[config.mk]
export PLATFORM = sky130hd
export DESIGN_NAME = binary_command_frame_builder_top
export DESIGN_NICKNAME = d
export VERILOG_FILES = /design/src/design/bcfb_pkg.sv /design/src/design/bcfb_queue.sv /design/src/design/bcfb_front.sv /design/src/design/bcfb_back.sv /design/src/design/binary_command_frame_builder_top.sv
export SDC_FILE = /design/constraint.sdc
export NUM_CORES = 1
export LEC_CHECK = 0
export BUFFER_PORTS_ARGS = -buffer_cell sky130_fd_sc_hd__buf_2
export CAP_MARGIN = 20
export CORE_MARGIN = 8
export CORE_UTILIZATION = 39
export CTS_BUF_LIST = sky130_fd_sc_hd__clkbuf_4
export DETAILED_ROUTE_END_ITERATION = 16
export GPL_TIMING_DRIVEN = 0
export PLACE_DENSITY = 0.53
export SLEW_MARGIN = 15
export SYNTH_ARGS = -nofsm -noshare
export SYNTH_HDL_FRONTEND = slang
export SYNTH_SLANG_ARGS = --single-unit
[constraint.sdc]
create_clock -name clk -period 12.7 [get_ports clk]
set_clock_uncertainty 0.2 [all_clocks]
set_input_delay 0.635 -clock clk [delete_from_list [all_inputs] [get_ports clk]]
set_output_delay 0.635 -clock clk [all_outputs]
set_load 0.05 [all_outputs]
[src/design/bcfb_pkg.sv]
// ----------------------------------------------------------------------------
// bcfb_pkg
// Types and constants shared by the binary command frame builder modules.
// ----------------------------------------------------------------------------
package bcfb_pkg;

	// Item modes on the command channel
	localparam logic MODE_START   = 1'b0;
	localparam logic MODE_PAYLOAD = 1'b1;

	// Frame sync bytes
	localparam logic [7:0] SYNC_FIRST  = 8'hF1;
	localparam logic [7:0] SYNC_SECOND = 8'hD9;

	// Command kinds in the queue between front and back
	typedef enum logic {
		KIND_START   = 1'b0,
		KIND_PAYLOAD = 1'b1
	} bcfb_kind_t;

	// Input item
	typedef struct packed {
		logic        mode;
		logic [7:0]  group_id;
		logic [7:0]  sub_id;
		logic [15:0] payload_length;
		logic [7:0]  payload_byte;
	} bcfb_in_t;

	// Output item: one wire byte
	typedef struct packed {
		logic [7:0] out_byte;
		logic       frame_end;
		logic       run_last;
	} bcfb_out_t;

	// Classified command, queued from front to back
	typedef struct packed {
		bcfb_kind_t  kind;
		logic        closes;    // frame ends with this command: append checksum
		logic [7:0]  group_id;
		logic [7:0]  sub_id;
		logic [15:0] length;
		logic [7:0]  data;
	} bcfb_cmd_t;

	// Queue status
	typedef struct packed {
		logic empty;
		logic full;
	} bcfb_qstat_t;

endpackage

[src/design/bcfb_queue.sv]
// ----------------------------------------------------------------------------
// bcfb_queue
// Short command queue between the front and the back of the frame builder.
// ----------------------------------------------------------------------------
module bcfb_queue
	import bcfb_pkg::*;
#(
	parameter int DEPTH = 4
) (
	input  logic                       clk,
	input  logic                       arst_n,
	input  logic                       push,
	input  bcfb_cmd_t                  push_cmd,
	input  logic                       pop,
	output bcfb_cmd_t                  head,
	output bcfb_qstat_t                stat,
	output logic [$clog2(DEPTH+1)-1:0] level
);

	localparam int PW = (DEPTH > 1) ? $clog2(DEPTH) : 1;
	localparam int CW = $clog2(DEPTH + 1);
	localparam logic [PW-1:0] LAST_SLOT = PW'(DEPTH - 1);

	bcfb_cmd_t         slot_q [DEPTH];
	logic [PW-1:0]     wr_ptr_q;
	logic [PW-1:0]     rd_ptr_q;
	logic [CW-1:0]     count_q;

	assign head       = slot_q[rd_ptr_q];
	assign stat.empty = (count_q == '0);
	assign stat.full  = (count_q == CW'(DEPTH));
	assign level      = count_q;

	// Store pushed commands
	always_ff @(posedge clk) begin
		if (push) begin
			slot_q[wr_ptr_q] <= push_cmd;
		end
	end

	// Advance pointers and fill count
	always_ff @(posedge clk or negedge arst_n) begin
		if (!arst_n) begin
			wr_ptr_q <= '0;
			rd_ptr_q <= '0;
			count_q  <= '0;
		end else begin
			if (push) begin
				wr_ptr_q <= (wr_ptr_q == LAST_SLOT) ? '0 : wr_ptr_q + 1'b1;
			end
			if (pop) begin
				rd_ptr_q <= (rd_ptr_q == LAST_SLOT) ? '0 : rd_ptr_q + 1'b1;
			end
			if (push && !pop) begin
				count_q <= count_q + 1'b1;
			end else if (pop && !push) begin
				count_q <= count_q - 1'b1;
			end
		end
	end

endmodule

[src/design/bcfb_front.sv]
// ----------------------------------------------------------------------------
// bcfb_front
// Accepts input items, tracks the open frame and queues classified commands.
// ----------------------------------------------------------------------------
module bcfb_front
	import bcfb_pkg::*;
(
	input  logic        clk,
	input  logic        arst_n,
	input  logic        cmd_valid,
	output logic        cmd_ready,
	input  bcfb_in_t    cmd_item,
	input  bcfb_qstat_t qstat,
	output logic        push,
	output bcfb_cmd_t   push_cmd
);

	logic [15:0] bytes_left_q;
	logic        frame_open_q;
	logic        accept;
	logic        is_start;

	assign cmd_ready = !qstat.full;
	assign accept    = cmd_valid && cmd_ready;
	assign is_start  = (cmd_item.mode == MODE_START);

	// Queue starts always, payload only while a frame is open; drop the rest
	assign push = accept && (is_start || frame_open_q);

	// Classify the item
	always_comb begin
		push_cmd.group_id = cmd_item.group_id;
		push_cmd.sub_id   = cmd_item.sub_id;
		push_cmd.length   = cmd_item.payload_length;
		push_cmd.data     = cmd_item.payload_byte;
		if (is_start) begin
			push_cmd.kind   = KIND_START;
			push_cmd.closes = (cmd_item.payload_length == 16'd0);
		end else begin
			push_cmd.kind   = KIND_PAYLOAD;
			push_cmd.closes = (bytes_left_q == 16'd1);
		end
	end

	// Track frame state
	always_ff @(posedge clk or negedge arst_n) begin
		if (!arst_n) begin
			bytes_left_q <= '0;
			frame_open_q <= 1'b0;
		end else if (accept) begin
			if (is_start) begin
				bytes_left_q <= cmd_item.payload_length;
				frame_open_q <= (cmd_item.payload_length != 16'd0);
			end else if (frame_open_q) begin
				bytes_left_q <= bytes_left_q - 16'd1;
				if (bytes_left_q == 16'd1) begin
					frame_open_q <= 1'b0;
				end
			end
		end
	end

endmodule

[src/design/bcfb_back.sv]
// ----------------------------------------------------------------------------
// bcfb_back
// Queued commands to Fletcher-summed wire bytes, one per cycle unless stalled.
// ----------------------------------------------------------------------------
module bcfb_back
	import bcfb_pkg::*;
(
	input  logic        clk,
	input  logic        arst_n,
	input  bcfb_cmd_t   head,
	input  bcfb_qstat_t qstat,
	output logic        pop,
	output logic        frame_valid,
	input  logic        frame_ready,
	output bcfb_out_t   frame_item
);

	// Byte positions within a start command
	localparam logic [2:0] ST_SYNC0   = 3'd0;
	localparam logic [2:0] ST_SYNC1   = 3'd1;
	localparam logic [2:0] ST_GROUP   = 3'd2;
	localparam logic [2:0] ST_SUB     = 3'd3;
	localparam logic [2:0] ST_LEN_LO  = 3'd4;
	localparam logic [2:0] ST_LEN_HI  = 3'd5;
	localparam logic [2:0] ST_SUM_RUN = 3'd6;
	localparam logic [2:0] ST_SUM_WGT = 3'd7;
	// Byte positions within a payload command
	localparam logic [2:0] PL_DATA    = 3'd0;
	localparam logic [2:0] PL_SUM_RUN = 3'd1;
	localparam logic [2:0] PL_SUM_WGT = 3'd2;

	logic [2:0] step_q;
	logic [7:0] run_sum_q;
	logic [7:0] wgt_sum_q;
	logic       out_valid_q;
	bcfb_out_t  out_item_q;

	logic       emit;
	logic [7:0] next_byte;
	logic       summed;
	logic       clear_sums;
	logic [2:0] last_step;
	logic       is_last;
	logic [7:0] run_sum_n;

	assign frame_valid = out_valid_q;
	assign frame_item  = out_item_q;
	assign emit        = !qstat.empty && (!out_valid_q || frame_ready);
	assign is_last     = (step_q == last_step);
	assign pop         = emit && is_last;
	assign run_sum_n   = (clear_sums ? 8'd0 : run_sum_q) + next_byte;

	// Select the byte for the current step
	always_comb begin
		next_byte  = 8'd0;
		summed     = 1'b0;
		clear_sums = 1'b0;
		last_step  = 3'd0;
		case (head.kind)
			KIND_START: begin
				last_step = head.closes ? ST_SUM_WGT : ST_LEN_HI;
				case (step_q)
					ST_SYNC0:   begin next_byte = SYNC_FIRST; clear_sums = 1'b1; end
					ST_SYNC1:   next_byte = SYNC_SECOND;
					ST_GROUP:   begin next_byte = head.group_id;     summed = 1'b1; end
					ST_SUB:     begin next_byte = head.sub_id;       summed = 1'b1; end
					ST_LEN_LO:  begin next_byte = head.length[7:0];  summed = 1'b1; end
					ST_LEN_HI:  begin next_byte = head.length[15:8]; summed = 1'b1; end
					ST_SUM_RUN: next_byte = run_sum_q;
					ST_SUM_WGT: next_byte = wgt_sum_q;
					default:    next_byte = 8'd0;
				endcase
			end
			KIND_PAYLOAD: begin
				last_step = head.closes ? PL_SUM_WGT : PL_DATA;
				case (step_q)
					PL_DATA:    begin next_byte = head.data; summed = 1'b1; end
					PL_SUM_RUN: next_byte = run_sum_q;
					PL_SUM_WGT: next_byte = wgt_sum_q;
					default:    next_byte = 8'd0;
				endcase
			end
			default: last_step = 3'd0;
		endcase
	end

	// Advance step and sums, load the output register
	always_ff @(posedge clk or negedge arst_n) begin
		if (!arst_n) begin
			step_q      <= '0;
			run_sum_q   <= '0;
			wgt_sum_q   <= '0;
			out_valid_q <= 1'b0;
		end else begin
			if (emit) begin
				out_valid_q <= 1'b1;
				step_q      <= is_last ? 3'd0 : step_q + 3'd1;
				if (clear_sums) begin
					run_sum_q <= '0;
					wgt_sum_q <= '0;
				end else if (summed) begin
					run_sum_q <= run_sum_n;
					wgt_sum_q <= wgt_sum_q + run_sum_n;
				end
			end else if (frame_ready) begin
				out_valid_q <= 1'b0;
			end
		end
	end

	// Output payload
	always_ff @(posedge clk) begin
		if (emit) begin
			out_item_q.out_byte  <= next_byte;
			out_item_q.run_last  <= is_last;
			out_item_q.frame_end <= is_last && head.closes;
		end
	end

endmodule

[src/design/binary_command_frame_builder_top.sv]
// ----------------------------------------------------------------------------
// binary_command_frame_builder_top
// Builds sync-prefixed binary command frames with an 8-bit Fletcher checksum.
// ----------------------------------------------------------------------------
// A start item yields F1 D9, group, sub and the length low byte first (6 bytes),
// plus the two checksum bytes when the length is zero (8 bytes). A payload item
// of an open frame yields its byte, and the two checksum bytes after the last
// one (1 or 3 bytes); a payload item with no frame open is dropped. The back
// end emits one byte per cycle from a single output register while not stalled
// by frame_ready; an item holds the back end until all its bytes are out, so
// non-closing payload items stream at one item per cycle. The front end takes a
// new item every cycle while the command queue (QUEUE_DEPTH entries) has room.
module binary_command_frame_builder_top
	import bcfb_pkg::*;
#(
	parameter int QUEUE_DEPTH = 4
) (
	input  logic      clk,
	input  logic      arst_n,
	input  logic      cmd_valid,
	output logic      cmd_ready,
	input  bcfb_in_t  cmd_item,
	output logic      frame_valid,
	input  logic      frame_ready,
	output bcfb_out_t frame_item
);

	logic                             push;
	bcfb_cmd_t                        push_cmd;
	logic                             pop;
	bcfb_cmd_t                        head;
	bcfb_qstat_t                      qstat;
	logic [$clog2(QUEUE_DEPTH+1)-1:0] level;

	bcfb_front u_front (
		.clk       (clk),
		.arst_n    (arst_n),
		.cmd_valid (cmd_valid),
		.cmd_ready (cmd_ready),
		.cmd_item  (cmd_item),
		.qstat     (qstat),
		.push      (push),
		.push_cmd  (push_cmd)
	);

	bcfb_queue #(
		.DEPTH (QUEUE_DEPTH)
	) u_queue (
		.clk      (clk),
		.arst_n   (arst_n),
		.push     (push),
		.push_cmd (push_cmd),
		.pop      (pop),
		.head     (head),
		.stat     (qstat),
		.level    (level)
	);

	bcfb_back u_back (
		.clk         (clk),
		.arst_n      (arst_n),
		.head        (head),
		.qstat       (qstat),
		.pop         (pop),
		.frame_valid (frame_valid),
		.frame_ready (frame_ready),
		.frame_item  (frame_item)
	);

`ifndef SYNTHESIS
	// The closing checksum byte is always the last byte of its item
	assert property (@(posedge clk) disable iff (!arst_n)
		frame_valid && frame_item.frame_end |-> frame_item.run_last)
		else $error("frame_end without run_last");

	// The queue never overfills
	assert property (@(posedge clk) disable iff (!arst_n)
		level <= ($clog2(QUEUE_DEPTH+1))'(QUEUE_DEPTH))
		else $error("command queue overflow");

	// A pop only happens on a nonempty queue
	assert property (@(posedge clk) disable iff (!arst_n)
		pop |-> !qstat.empty && level != '0)
		else $error("pop from empty command queue");
`endif

endmodule

### Word-level counts from Yosys, hierarchy flattened

Memories as Yosys holds them, arrays and structs flattened.
Index checks and enable logic that the tools add are counted.

* bitwise operators: 2
* equal/unequal tests: 13
* $add $sub $neg: 8
* muxes and demuxes: 30
* reduce and logical (&&, ||, !) cells: 24

Operator list (count)
* 8-bit one-hot mux with 8 select lines: 1
* 8-bit two-way mux: 5
* 16-bit two-way mux: 2
* 8-bit one-hot mux with 3 select lines: 1
* 8-bit adder: 2
* 16-bit by 1-bit == test with 1-bit output, second input constant: 1
* 16-bit logical NOT: 1
* 8-bit one-hot mux with 2 select lines: 1
* 16-bit nonzero test: 1
* 16-bit by 1-bit subtractor with 16-bit output, second input constant: 1
* 3-bit == test, second input constant: 5
* 1-bit two-way mux: 10
* 2-bit two-way mux: 5
* 3-bit two-way mux: 3
* 1-bit logical AND: 7
* 3-bit by 1-bit adder with 3-bit output, second input constant: 2
* 3-bit by 2-bit == test with 1-bit output, second input constant: 2
* 3-bit logical NOT: 2
* 3-bit one-hot mux with 2 select lines: 1
* 2-bit nonzero test: 3
* 1-bit logical NOT: 5
* 2-bit by 1-bit adder with 2-bit output, second input constant: 2
* 2-bit == test, second input constant: 2
* 2-bit AND reduction: 2
* other kinds (8): 10

* memories kept: 1
* input bits: 45
* word-level logic and storage cells: 90
* flip-flop bits (word level): 54
* RAM bits: 168

Memories
* u_queue.slot_q: words 4, width 42, read ports 1, clocked after Yosys merged registers in 0, wr ports 1, line bcfb_queue.sv:24 `bcfb_cmd_t slot_q [DEPTH];`

### Longest topological paths before layout

Gate-level depths: netlist of the first run.

* depth after elaboration: 8
* depth in mapped cells: 22
* gate-level depth less buffers: 21

### Modules after synthesis

From an unflattened synthesis of the first run, not the netlist that was laid out.

* cell total of the unflattened synthesis: 685
* area total of the unflattened synthesis: 10336.2 um^2

By module, submodules not included
* bcfb_queue: times used 1, area an instance 6533.8 um^2, cells each 257
* bcfb_back: times used 1, area an instance 2397.3 um^2, cells each 257
* bcfb_front: times used 1, area an instance 1405.1 um^2, cells each 171

### Worst setup path before layout of the first run

Ideal clock, no wire load.

* path type: reg2reg
* start point: register u_queue.rd_ptr_q[0]
* end point: register u_back.wgt_sum_q[7]
* stages on the path, launching flop included: 22
* slack: 7.454 ns
* period minus slack after synthesis: 5.246 ns
* data arrival time: 4.920 ns
* setup time: 0.126 ns
* required time: 12.374 ns
* path through: dfrtp_1 > buf_6 > buf_2 > buf_1 > mux4_2 > a32oi_1 > nand2_1 > nor3_1 > o22ai_1 > ha_1 > fa_1 > a21o_1 > a21oi_1 > xnor2_1 > ha_1 > nand3_1 > o211ai_1 > o21ai_0 > nand2b_1 > a21oi_1 > xnor3_2 > a221o_1

* word-level cells in the longest chain between the ends: 7
* elaborated cells on any way between the ends: 14
* classes of those cells: 2 x add/sub; 8 x mux; 1 x bitwise; 2 x reduce/logical; 1 x memory

RTL lines
* from (decl): line bcfb_queue.sv:26 `logic [PW-1:0] rd_ptr_q;`
* from (signal assigned): line bcfb_queue.sv:52 `rd_ptr_q <= (rd_ptr_q == LAST_SLOT) ? '0 : rd_ptr_q + 1'b1;`
* memory 4 x 42 bit (*)
* 8-bit one-hot mux with 8 select lines, or another cell as far along: line bcfb_back.sv:62 `case (step_q)`
* 8-bit one-hot mux with 2 select lines (*): line bcfb_back.sv:59 `case (head.kind)`
* net u_back.next_byte[0]: line bcfb_back.sv:39 `logic [7:0] next_byte;`
* 8-bit adder (*): line bcfb_back.sv:51 `assign run_sum_n = (clear_sums ? 8'd0 : run_sum_q) + next_byte;`
* 8-bit adder (*): line bcfb_back.sv:103 `wgt_sum_q <= wgt_sum_q + run_sum_n;`
* 8-bit two-way mux (*): line bcfb_back.sv:101 `end else if (summed) begin`
* 8-bit two-way mux (*): line bcfb_back.sv:98 `if (clear_sums) begin`
* to (signal assigned): line bcfb_back.sv:103
* to (decl): line bcfb_back.sv:34 `logic [7:0] wgt_sum_q;`

The timed path passes the listed nets; every way through them passes the cells marked *. The select of a mux whose other input is x is not followed.
A chain may end at the register's enable or synchronous reset.

### Worst setup path in the final report of the first run

* start point: register u_queue.rd_ptr_q[1]
* end point: register u_back.wgt_sum_q[7]

Same word-level chain as after synthesis.

==> flow_metrics.tcl, run 1 <==
set metrics [dict create \
    status "completed" \
    die_w_microns 175 \
    routed_wl_mm 23.5 \
    p_switching_mw 1.13 \
    path_buf_inv 3 \
    drc_errors 0 \
    fill_cells 2227 \
    timing_worst_slew_pin_value_ns 0.939 \
    final_area_sq_mm 0.0118 \
    cts_resized 0 \
    placed_cell_area_sq_mm 0.0106 \
    seq_area_frac_synth_pct 65.2 \
    drive_gt1_share_pct 23.2 \
    cpMaxStageDelayCell "clkbuf_1" \
    grt.busiest_layer "met2" \
    cp_cell_sequence "clkbuf_1 > clkbuf_1 > clkbuf_1 > mux4_2 > a22oi_1 > nand2_1 > nor3_1 > o22ai_1 > ha_1 > fa_1 > a21o_1 > a21oi_1 > xnor2_1 > ha_1 > nand3_1 > o211ai_1 > o21ai_0 > nand2b_1 > a21oi_1 > xnor3_2 > a221o_1" \
    start_util_pct 39.5 \
    die_h_microns 175 \
    cts_made_buffers 60 \
    detailedPlace.worstSlack_ns 6.43 \
    post_drt_wl_per_cell_microns 19.4 \
    grt_max_degree 43 \
    grt_use_met1_pct 19.5 \
    drtIter0Drc 365 \
    synth_edf_count 178 \
    reg2reg_depth 21 \
    final_util_pct 47.3 \
    clk_pin_slew_ns 0.06 \
    hold_path_startpoint "cmd_item[40]" \
    grt_pass1_wl_mm 37.4 \
    p_seq_share_pct 36.6 \
    slew_headroom_pct 37.4 \
    nNetsFinal 908 \
    rsz0062_at_grt "false" \
    setup_ws_ns 6.52 \
    start_kind "flip-flop" \
    yosysTopAreaCell "edfxtp_1" \
    row_count 58 \
    setup_viol 0 \
    cts-root-buf "clkbuf_4" \
    vias 6432 \
    crit_required_ns 13.05 \
    grt_pass1_vias 6875 \
    synth-async-reset-ratio_pct 19.8 \
    regArea_sq_mm 0.00645 \
    switching_share_pct 38.3 \
    synth_area_leaders "edfxtp_1 54%, dfrtp_1 11%, mux4_2 8.9%" \
    leakagePower_nw 4.38 \
    ios 57 \
    yosys_warnings 0 \
    place_congestion 0.902 \
    grt_usage_pct 15.5 \
    vdd_drop_max_uv 155 \
    cts_buffer_depth 3 \
    hold_path_class "input port to flip-flop" \
    worst-r2r-setup-slack_ns 6.52 \
    r2r_start "u_queue.rd_ptr_q[1]" \
    synth_ff_type "edfxtp_1" \
    cts.sinks 222 \
    ys_types 55 \
    grtUsageMet2_pct 26.0 \
    arrival_ns 6.53 \
    synth_area_per_cell_sq_um 14.8 \
    globalRouteMet3Util_pct 3.31 \
    fmax_ghz 0.162 \
    hpwl_mm 15.5 \
    setup_tns_ns 0 \
    final_common_cell "edfxtp_1" \
    r2r_end "u_back.wgt_sum_q[7]" \
    drv_cap 0 \
    syn_inst 667 \
    hold_path_depth 1 \
    final.period_utilization_pct 48.7 \
    synth_top_area_share_pct 54.0 \
    worstSkewPairLatency_ns 0.74 \
    h-tree-depth 2 \
    hold_end "u_queue.slot_q[3][41]" \
    port_buffers 56 \
    drt_pass1_iterations 6 \
    cts_tree "yes" \
    cp_max_fo 10 \
    core_sq_mm 0.0250 \
    ys_ff_latch 222 \
    critPathTopFamily "compound AO/OA/AOI/OAI gates" \
    ant_nets 0 \
    pwr-share-comb_pct 42.2 \
    antenna_found_initial 1 \
    post-route-min-period_ns 6.18 \
    grt_overflow_total 0 \
    critPathMostFrequentCell "clkbuf_1" \
    via_per_inst 5.31 \
    critPathMaxStageDelay_ns 0.56 \
    powerDensity_mw_per_mm2 250 \
    clkPwrFrac_pct 21.3 \
    path_class "flip-flop to flip-flop" \
    multi_input_area_sq_mm 0.00325 \
    internal_power_mw 1.83 \
    mostFrequentLayoutCells "178 x edfxtp_1, 89 x clkbuf_4, 71 x nand2_1, 57 x buf_2, 44 x dfrtp_1" \
    drv_slew 0 \
    die_area_sq_mm 0.0307 \
    syn_to_final_growth_pct 19.6 \
    final_hold_viol_count 0 \
    synth_area_sq_mm 0.00989 \
    syn-num-nets 746 \
    end_kind "flip-flop" \
]
==> Yosys cell counts, drive strengths merged, types with 7 or more instances <==
| cell type | number |
|---|---|
| o31ai | 10 |
| nor3 | 10 |
| o21ai | 28 |
| a21oi | 36 |
| dfrtp | 44 |
| clkbuf | 26 |
| mux4 | 42 |
| o22ai | 10 |
| nand3 | 11 |
| nand2 | 71 |
| buf | 7 |
| nor2 | 26 |
| inv | 20 |
| a22oi | 12 |
| edfxtp | 178 |
| and2 | 14 |
| xnor2 | 9 |
| ha | 31 |
==> how the worst max path moves through the flow <==
stage                          end  slack, ns  cells after the start                 from
2_1_floorplan  u_back.wgt_sum_q[7]       7.45                     21  u_queue.rd_ptr_q[0]
3_3_place_gp   u_back.wgt_sum_q[7]       6.45                     21  u_queue.rd_ptr_q[0]
3_5_place_dp   u_back.wgt_sum_q[7]       6.43                     21  u_queue.rd_ptr_q[1]
4_1_cts        u_back.wgt_sum_q[7]       6.42                     21  u_queue.rd_ptr_q[1]
5_1_grt        u_back.wgt_sum_q[7]       6.07                     21  u_queue.rd_ptr_q[0]
6_report       u_back.wgt_sum_q[7]       6.52                     21  u_queue.rd_ptr_q[1]
==> state kept, by name (all words and copies together), names as in the netlist <==
name                  flops
u_back.run_sum_q          8
u_front.bytes_left_q     16
u_back.frame_item        10
u_queue.level             3
u_back.step_q             3
u_queue.wr_ptr_q          2
u_queue.slot_q          168
u_back.wgt_sum_q          8
u_queue.rd_ptr_q          2
u_front.frame_open_q      1
u_back.frame_valid        1
==> what timing repair did <==
action / CTS / global route
buffers inserted: 0 / 0
hold buffers: 43 / 0
endpoints found under the hold margin: 205 / 0
==> final cells by class <==
| cell class | instances | area share (%) |
|---|---|---|
| inverter | 20 | 0.634 |
| clock inverter | 24 | 1.00 |
| antenna | 1 | 0.0211 |
| multi-input combinational | 392 | 27.4 |
| buffer | 33 | 1.13 |
| timing repair buffer | 100 | 6.17 |
| sequential | 222 | 54.5 |
| clock buffer | 89 | 5.65 |
| tap | 330 | 3.49 |
==> power groups by stage <==
stage               logic, mW  registers, mW  clock network (mW)
floorplan               0.881           1.13                   0
detailed placement       1.25           1.10                   0
global route             1.40           1.10               0.684
finish                   1.25           1.08               0.630
global placement         1.23           1.09                   0
CTS                      1.27           1.08               0.654
==> through the flow <==
stage	cells	hold slack [ns]	total power, mW
floorplan	667	0.139	2.01
global placement	1053	0.268	2.32
detailed placement	1054	0.282	2.35
CTS	1210	0.00917	3.00
global route	1211	0.0220	3.18
finish	1211	0.0723	2.96
==> logic make-up (layout without fill, tap and decap cells) <==
kind of cell | Yosys count | in the layout | share of synthesized area, %
other | 0 | 1 | 0
muxes | 45 | 45 | 10.0
AOI/OAI and AO/OA | 141 | 141 | 9.49
adders and majority gates | 34 | 34 | 4.53
and+or+nand+nor | 159 | 159 | 7.40
DFF | 222 | 222 | 65.2
buffers and inverters | 53 | 266 | 2.11
xor gates and xnor gates | 13 | 13 | 1.30
==> per-layer routing <==
metal / part of all wire [%] / vias to the layer above
met2: 49 / 204
met3: 5.6 / 34
met1: 43 / 3206
met4: 1.9 / 0
met5: 0 / -
li1: - / 2988
No activity file was read; power rests on OpenSTA's default activity.
==> run 2: changes to the inputs <==
PLACE_DENSITY = 0.55   (was 0.53)
clock period = 5.1 ns   (was 12.7 ns; I/O delays follow)
==> run 2 against run 1 <==
  * Critical endpoint unchanged
  * Maximum frequency rose by 27%
  * First-iteration DRC count rose by 34%
  * Largest cell class unchanged
  * Design area rose by 1.9%
  * Clock power rose by 150%
  * Critical path depth fell by 3
  * Die area did not move
  * Critical path type unchanged
  * Sequential power rose to 2.5 times the previous value
  * Register-to-register slack got worse by 6.3 ns
  * Non-clock buffer count rose by 12
  * Clock-buffer cell count fell by 4
==> flow_metrics.tcl, run 2 (synthesis gave the netlist of run 1 again) <==
set metrics [dict create \
    detailedPlace.worstSlack_ns -1.23 \
    switching_share_pct 37.8 \
    clk_pin_slew_ns 0.07 \
    nNetsFinal 918 \
    arrival_ns 5.20 \
    p_seq_share_pct 35.3 \
    hold_path_class "input port to flip-flop" \
    hpwl_mm 15.3 \
    antenna_found_initial 1 \
    final_common_cell "edfxtp_1" \
    grt_max_degree 45 \
    grt_overflow_total 0 \
    setup_tns_ns 0 \
    path_class "flip-flop to flip-flop" \
    grt_usage_pct 15.4 \
    status "completed" \
    final_hold_viol_count 0 \
    cts_made_buffers 58 \
    die_w_microns 175 \
    port_buffers 56 \
    post-route-min-period_ns 4.86 \
    cts_tree "yes" \
    timing_worst_slew_pin_value_ns 0.692 \
    leakagePower_nw 4.48 \
    final.period_utilization_pct 95.4 \
    drv_cap 0 \
    drc_errors 0 \
    rsz0062_at_grt "false" \
    place_congestion 0.892 \
    largest_reg_flops 168 \
    cts-root-buf "clkbuf_4" \
    fill_cells 2207 \
    row_count 58 \
    clkPwrFrac_pct 20.5 \
    cts.sinks 222 \
    drt_pass1_iterations 6 \
    via_per_inst 5.33 \
    start_kind "flip-flop" \
    powerDensity_mw_per_mm2 637 \
    final_util_pct 48.2 \
    routed_wl_mm 23.4 \
    power.total_mw 7.68 \
    drv_slew 0 \
    core_sq_mm 0.0250 \
    syn_to_final_growth_pct 21.9 \
    cts_buffer_depth 3 \
    drtIter0Drc 489 \
    ant_nets 0 \
    pwr-share-comb_pct 44.2 \
    post_drt_wl_per_cell_microns 19.2 \
    slew_headroom_pct 53.3 \
    grt_pass1_wl_mm 37.1 \
    ios 57 \
    layout.cells.non_filler 1220 \
    p_switching_mw 2.90 \
    vias 6508 \
    die_area_sq_mm 0.0307 \
    placedCellCount 1053 \
    worstSkewPairLatency_ns 0.72 \
    setup_ws_ns 0.236 \
    setup_viol 0 \
    cp_max_fo 10 \
    largest-register "u_queue.slot_q" \
    vdd_drop_max_uv 345 \
    fmax_ghz 0.206 \
    drive_gt1_share_pct 26.7 \
    h-tree-depth 2 \
    grt_pass1_vias 6762 \
    start_util_pct 39.5 \
    die_h_microns 175 \
    crit_required_ns 5.43 \
    internal_power_mw 4.78 \
    end_kind "flip-flop" \
    mostFrequentLayoutCells "178 x edfxtp_1, 86 x clkbuf_4, 71 x nand2_1, 55 x buf_2, 45 x dlygate4sd3_1" \
]
[run 2: power by group through the flow]
stage | sequential (mW) | combinational (mW) | clock [mW]
finish | 2.71 | 3.40 | 1.57
global route | 2.75 | 3.76 | 1.72
CTS | 2.71 | 3.30 | 1.62
detailed placement | 2.73 | 3.12 | 0
global placement | 2.72 | 3.03 | 0
floorplan | 2.81 | 2.20 | 0
[run 2: critical path, cell delays in order (launching register included)]
cell	delay [ns]
dfrtp_1	0.47
inv_1	0.14
ha_1	0.26
clkbuf_1	0.26
o311ai_1	0.62
o22ai_2	0.22
ha_2	0.22
fa_2	0.35
a21o_1	0.18
a21oi_2	0.18
xnor2_2	0.16
ha_4	0.24
nand3_1	0.08
o211ai_1	0.11
o21ai_1	0.18
nand2b_1	0.10
a21oi_2	0.18
xnor3_2	0.27
a221o_1	0.30
[run 2: path summary, 6_finish.rpt]
check	start	to	slack, ns	cells after the start
setup / recovery	u_back.step_q[1]	u_back.wgt_sum_q[7]	0.24	18
hold / removal	cmd_item[26]	u_queue.slot_q[0][26]	0.09	2
setup reg to reg	u_back.step_q[1]	u_back.wgt_sum_q[7]	0.24	18
hold reg to reg	u_back.frame_valid	u_back.frame_valid	0.29	2
max in group asynchronous	arst_n	u_back.step_q[2]	3.73	3
min in group asynchronous	arst_n	u_back.run_sum_q[2]	0.47	3
[run 2: layer usage]
metal	share of wire, %	vias up	GRT usage, %
met4	2.0	0	5.33
met1	43	3211	19.2
li1	-	3004	-
met3	6.8	44	3.67
met5	0	-	0
met2	48	249	25.7
[run 2: cell type report]
type / count / area, sq um / share of cell area [%]
well taps: 330 / 413 / 3.42
repair buffers: 114 / 831 / 6.89
multi-input cells: 392 / 3320 / 27.5
clock buffers: 85 / 638 / 5.29
diodes: 2 / 5.00 / 0.0415
flip-flops and latches: 222 / 6450 / 53.5
inverters: 20 / 75.1 / 0.622
clock inverters: 24 / 135 / 1.12
plain buffers: 31 / 198 / 1.64
[run 2: repair_timing]
action                                 4_1_cts  5_1_grt
hold buffers                                44        1
gates cloned                                 0        0
endpoints found under the hold margin      228       28
setup endpoints to repair                    5        1
setup buffers                                4        9
resized for setup                           36       14
pin swaps                                    2        4
[run 2: through the flow]
step	instance area [sq um]	hold slack, ns
final	12100	0.0945
after global routing	12100	0.0285
after CTS	11900	0.0313
after detailed placement	10600	0.272
after global placement	10600	0.265
after floorplan	9890	-0.241
==> run 3: changes to the inputs <==
CORE_MARGIN = 5   (was 8)
==> run 3 against run 2 <==
  * Sequential power hardly changed
  * Register-to-register slack about the same
  * Via count increased by 0.48%
  * Wire length decreased by 0.98%
  * Sequential cell count is the same
  * Critical path type unchanged
==> flow_metrics.tcl, run 3 (synthesis gave the netlist of run 1 again) <==
set metrics [dict create \
    ios 57 \
    die_area_sq_mm 0.0286 \
    die_w_microns 169 \
    leakagePower_nw 4.52 \
    grt_overflow_total 0 \
    cpMaxStageDelayCell "mux4_2" \
    critPathTopFamily "compound AO/OA/AOI/OAI gates" \
    place_congestion 0.842 \
    routed_wl_mm 23.2 \
    antenna_found_initial 1 \
    hpwl_mm 15.5 \
    drv_slew 0 \
    path_class "flip-flop to flip-flop" \
    port_buffers 56 \
    drc_errors 0 \
    grt_pass1_vias 6660 \
    cts_buffer_depth 3 \
    final.period_utilization_pct 95.3 \
    start_kind "flip-flop" \
    post_drt_wl_per_cell_microns 19.0 \
    final_common_cell "edfxtp_1" \
    setup_viol 0 \
    slew_headroom_pct 50.0 \
    fmax_ghz 0.206 \
    drive_gt1_share_pct 27.6 \
    nNetsFinal 920 \
    drtIter0Drc 496 \
    grt_max_degree 43 \
    row_count 58 \
    cts-root-buf "clkbuf_4" \
    drt_pass1_iterations 5 \
    critPathMaxStageDelay_ns 0.53 \
    drv_cap 0 \
    cts.sinks 222 \
    cts_tree "yes" \
    start_util_pct 39.4 \
    power.total_mw 7.71 \
    ant_nets 0 \
    rsz0062_at_grt "false" \
    setup_tns_ns 0 \
    cp_cell_sequence "buf_6 > buf_12 > buf_12 > mux4_2 > a22oi_2 > nand2_2 > nor3_2 > o22ai_2 > ha_2 > fa_1 > a21o_1 > a21oi_2 > xnor2_2 > ha_4 > nand3_1 > o211ai_1 > o21ai_1 > nand2b_1 > a21oi_2 > xnor3_2 > a221o_1" \
    die_h_microns 169 \
    timing_worst_slew_pin_value_ns 0.747 \
    syn_to_final_growth_pct 22.6 \
    status "completed" \
    grt_pass1_wl_mm 36.3 \
    powerDensity_mw_per_mm2 636 \
    via_per_inst 5.35 \
    hold_path_class "input port to flip-flop" \
    final_hold_viol_count 0 \
    post-route-min-period_ns 4.86 \
    arrival_ns 5.22 \
    end_kind "flip-flop" \
    crit_required_ns 5.46 \
    largest_reg_flops 168 \
    mostFrequentLayoutCells "178 x edfxtp_1, 89 x clkbuf_4, 70 x nand2_1, 57 x buf_2, 46 x dlygate4sd3_1" \
    h-tree-depth 2 \
    path_buf_inv 3 \
    grt_usage_pct 16.1 \
    cts_made_buffers 60 \
    largest-register "u_queue.slot_q" \
    cp_max_fo 10 \
    fill_cells 2289 \
    worstSkewPairLatency_ns 0.71 \
    vdd_drop_max_uv 332 \
    core_sq_mm 0.0251 \
    vias 6539 \
    clk_pin_slew_ns 0.07 \
]
==> run 3: repair_timing <==
action,CTS,global route
endpoints found under the setup margin,5,1
endpoints found under the hold margin,232,0
gates cloned,0,0
pin swaps,2,7
hold buffers,46,0
resized for setup,32,21
buffers inserted,3,9
==> run 3: path summary, 6_finish.rpt <==
path                       slack (ns)                  endpoint                start  cells past startpoint
setup / recovery                 0.24       u_back.wgt_sum_q[7]  u_queue.rd_ptr_q[0]                     21
hold / removal                    0.1      u_front.frame_open_q            cmd_valid                      3
setup reg to reg                 0.24       u_back.wgt_sum_q[7]  u_queue.rd_ptr_q[0]                     21
hold reg to reg                  0.29        u_back.frame_valid   u_back.frame_valid                      2
max in group asynchronous        3.08       u_back.wgt_sum_q[0]               arst_n                      4
min in group asynchronous        0.45  u_front.bytes_left_q[12]               arst_n                      4
==> run 3: through the flow <==
stage	util [%]	worst slack, ns	hold slack [ns]	area, sq um	cells
final	48.3	0.239	0.0976	12100	1222
after global routing	48.3	0.00424	0.0480	12100	1222
after CTS	47.7	0.0462	0.0305	12000	1213
after detailed placement	42.3	-1.06	0.0101	10600	1054
after global placement	42.2	-1.05	0.264	10600	1053
after floorplan	-	0.0591	-0.241	9890	667
==> run 3: tightest hold or removal path, delay by kind of cell <==
family	cells	cell delay, ns
AO/OA/AOI/OAI	1	0.07
buffers and inverters	2	0.64
==> run 3: where the power goes <==
group	switching (mW)	total (mW)	leakage, nW	internal [mW]
sequential	0.244	2.71	2.16	2.47
clock	0.752	1.61	0.483	0.858
combinational	1.91	3.39	1.89	1.47
==> run 3: per-layer routing <==
metal / track usage (%) / up-vias / part of all wire (%)
li1: - / 3013 / -
met1: 20.6 / 3252 / 42
met2: 27.0 / 243 / 50
met3: 4.03 / 31 / 6.6
met4: 5.39 / 0 / 1.7
met5: 0 / - / 0
==> run 3: cell type report <==
class / instances / area (sq um) / area share (%)
plain buffers: 30 / 194 / 1.60
well taps: 330 / 413 / 3.40
diodes: 1 / 2.50 / 0.0206
inverters: 20 / 75.1 / 0.619
multi-input cells: 392 / 3330 / 27.4
clock buffers: 88 / 661 / 5.45
clock inverters: 24 / 154 / 1.27
flip-flops and latches: 222 / 6450 / 53.2
repair buffers: 115 / 851 / 7.02
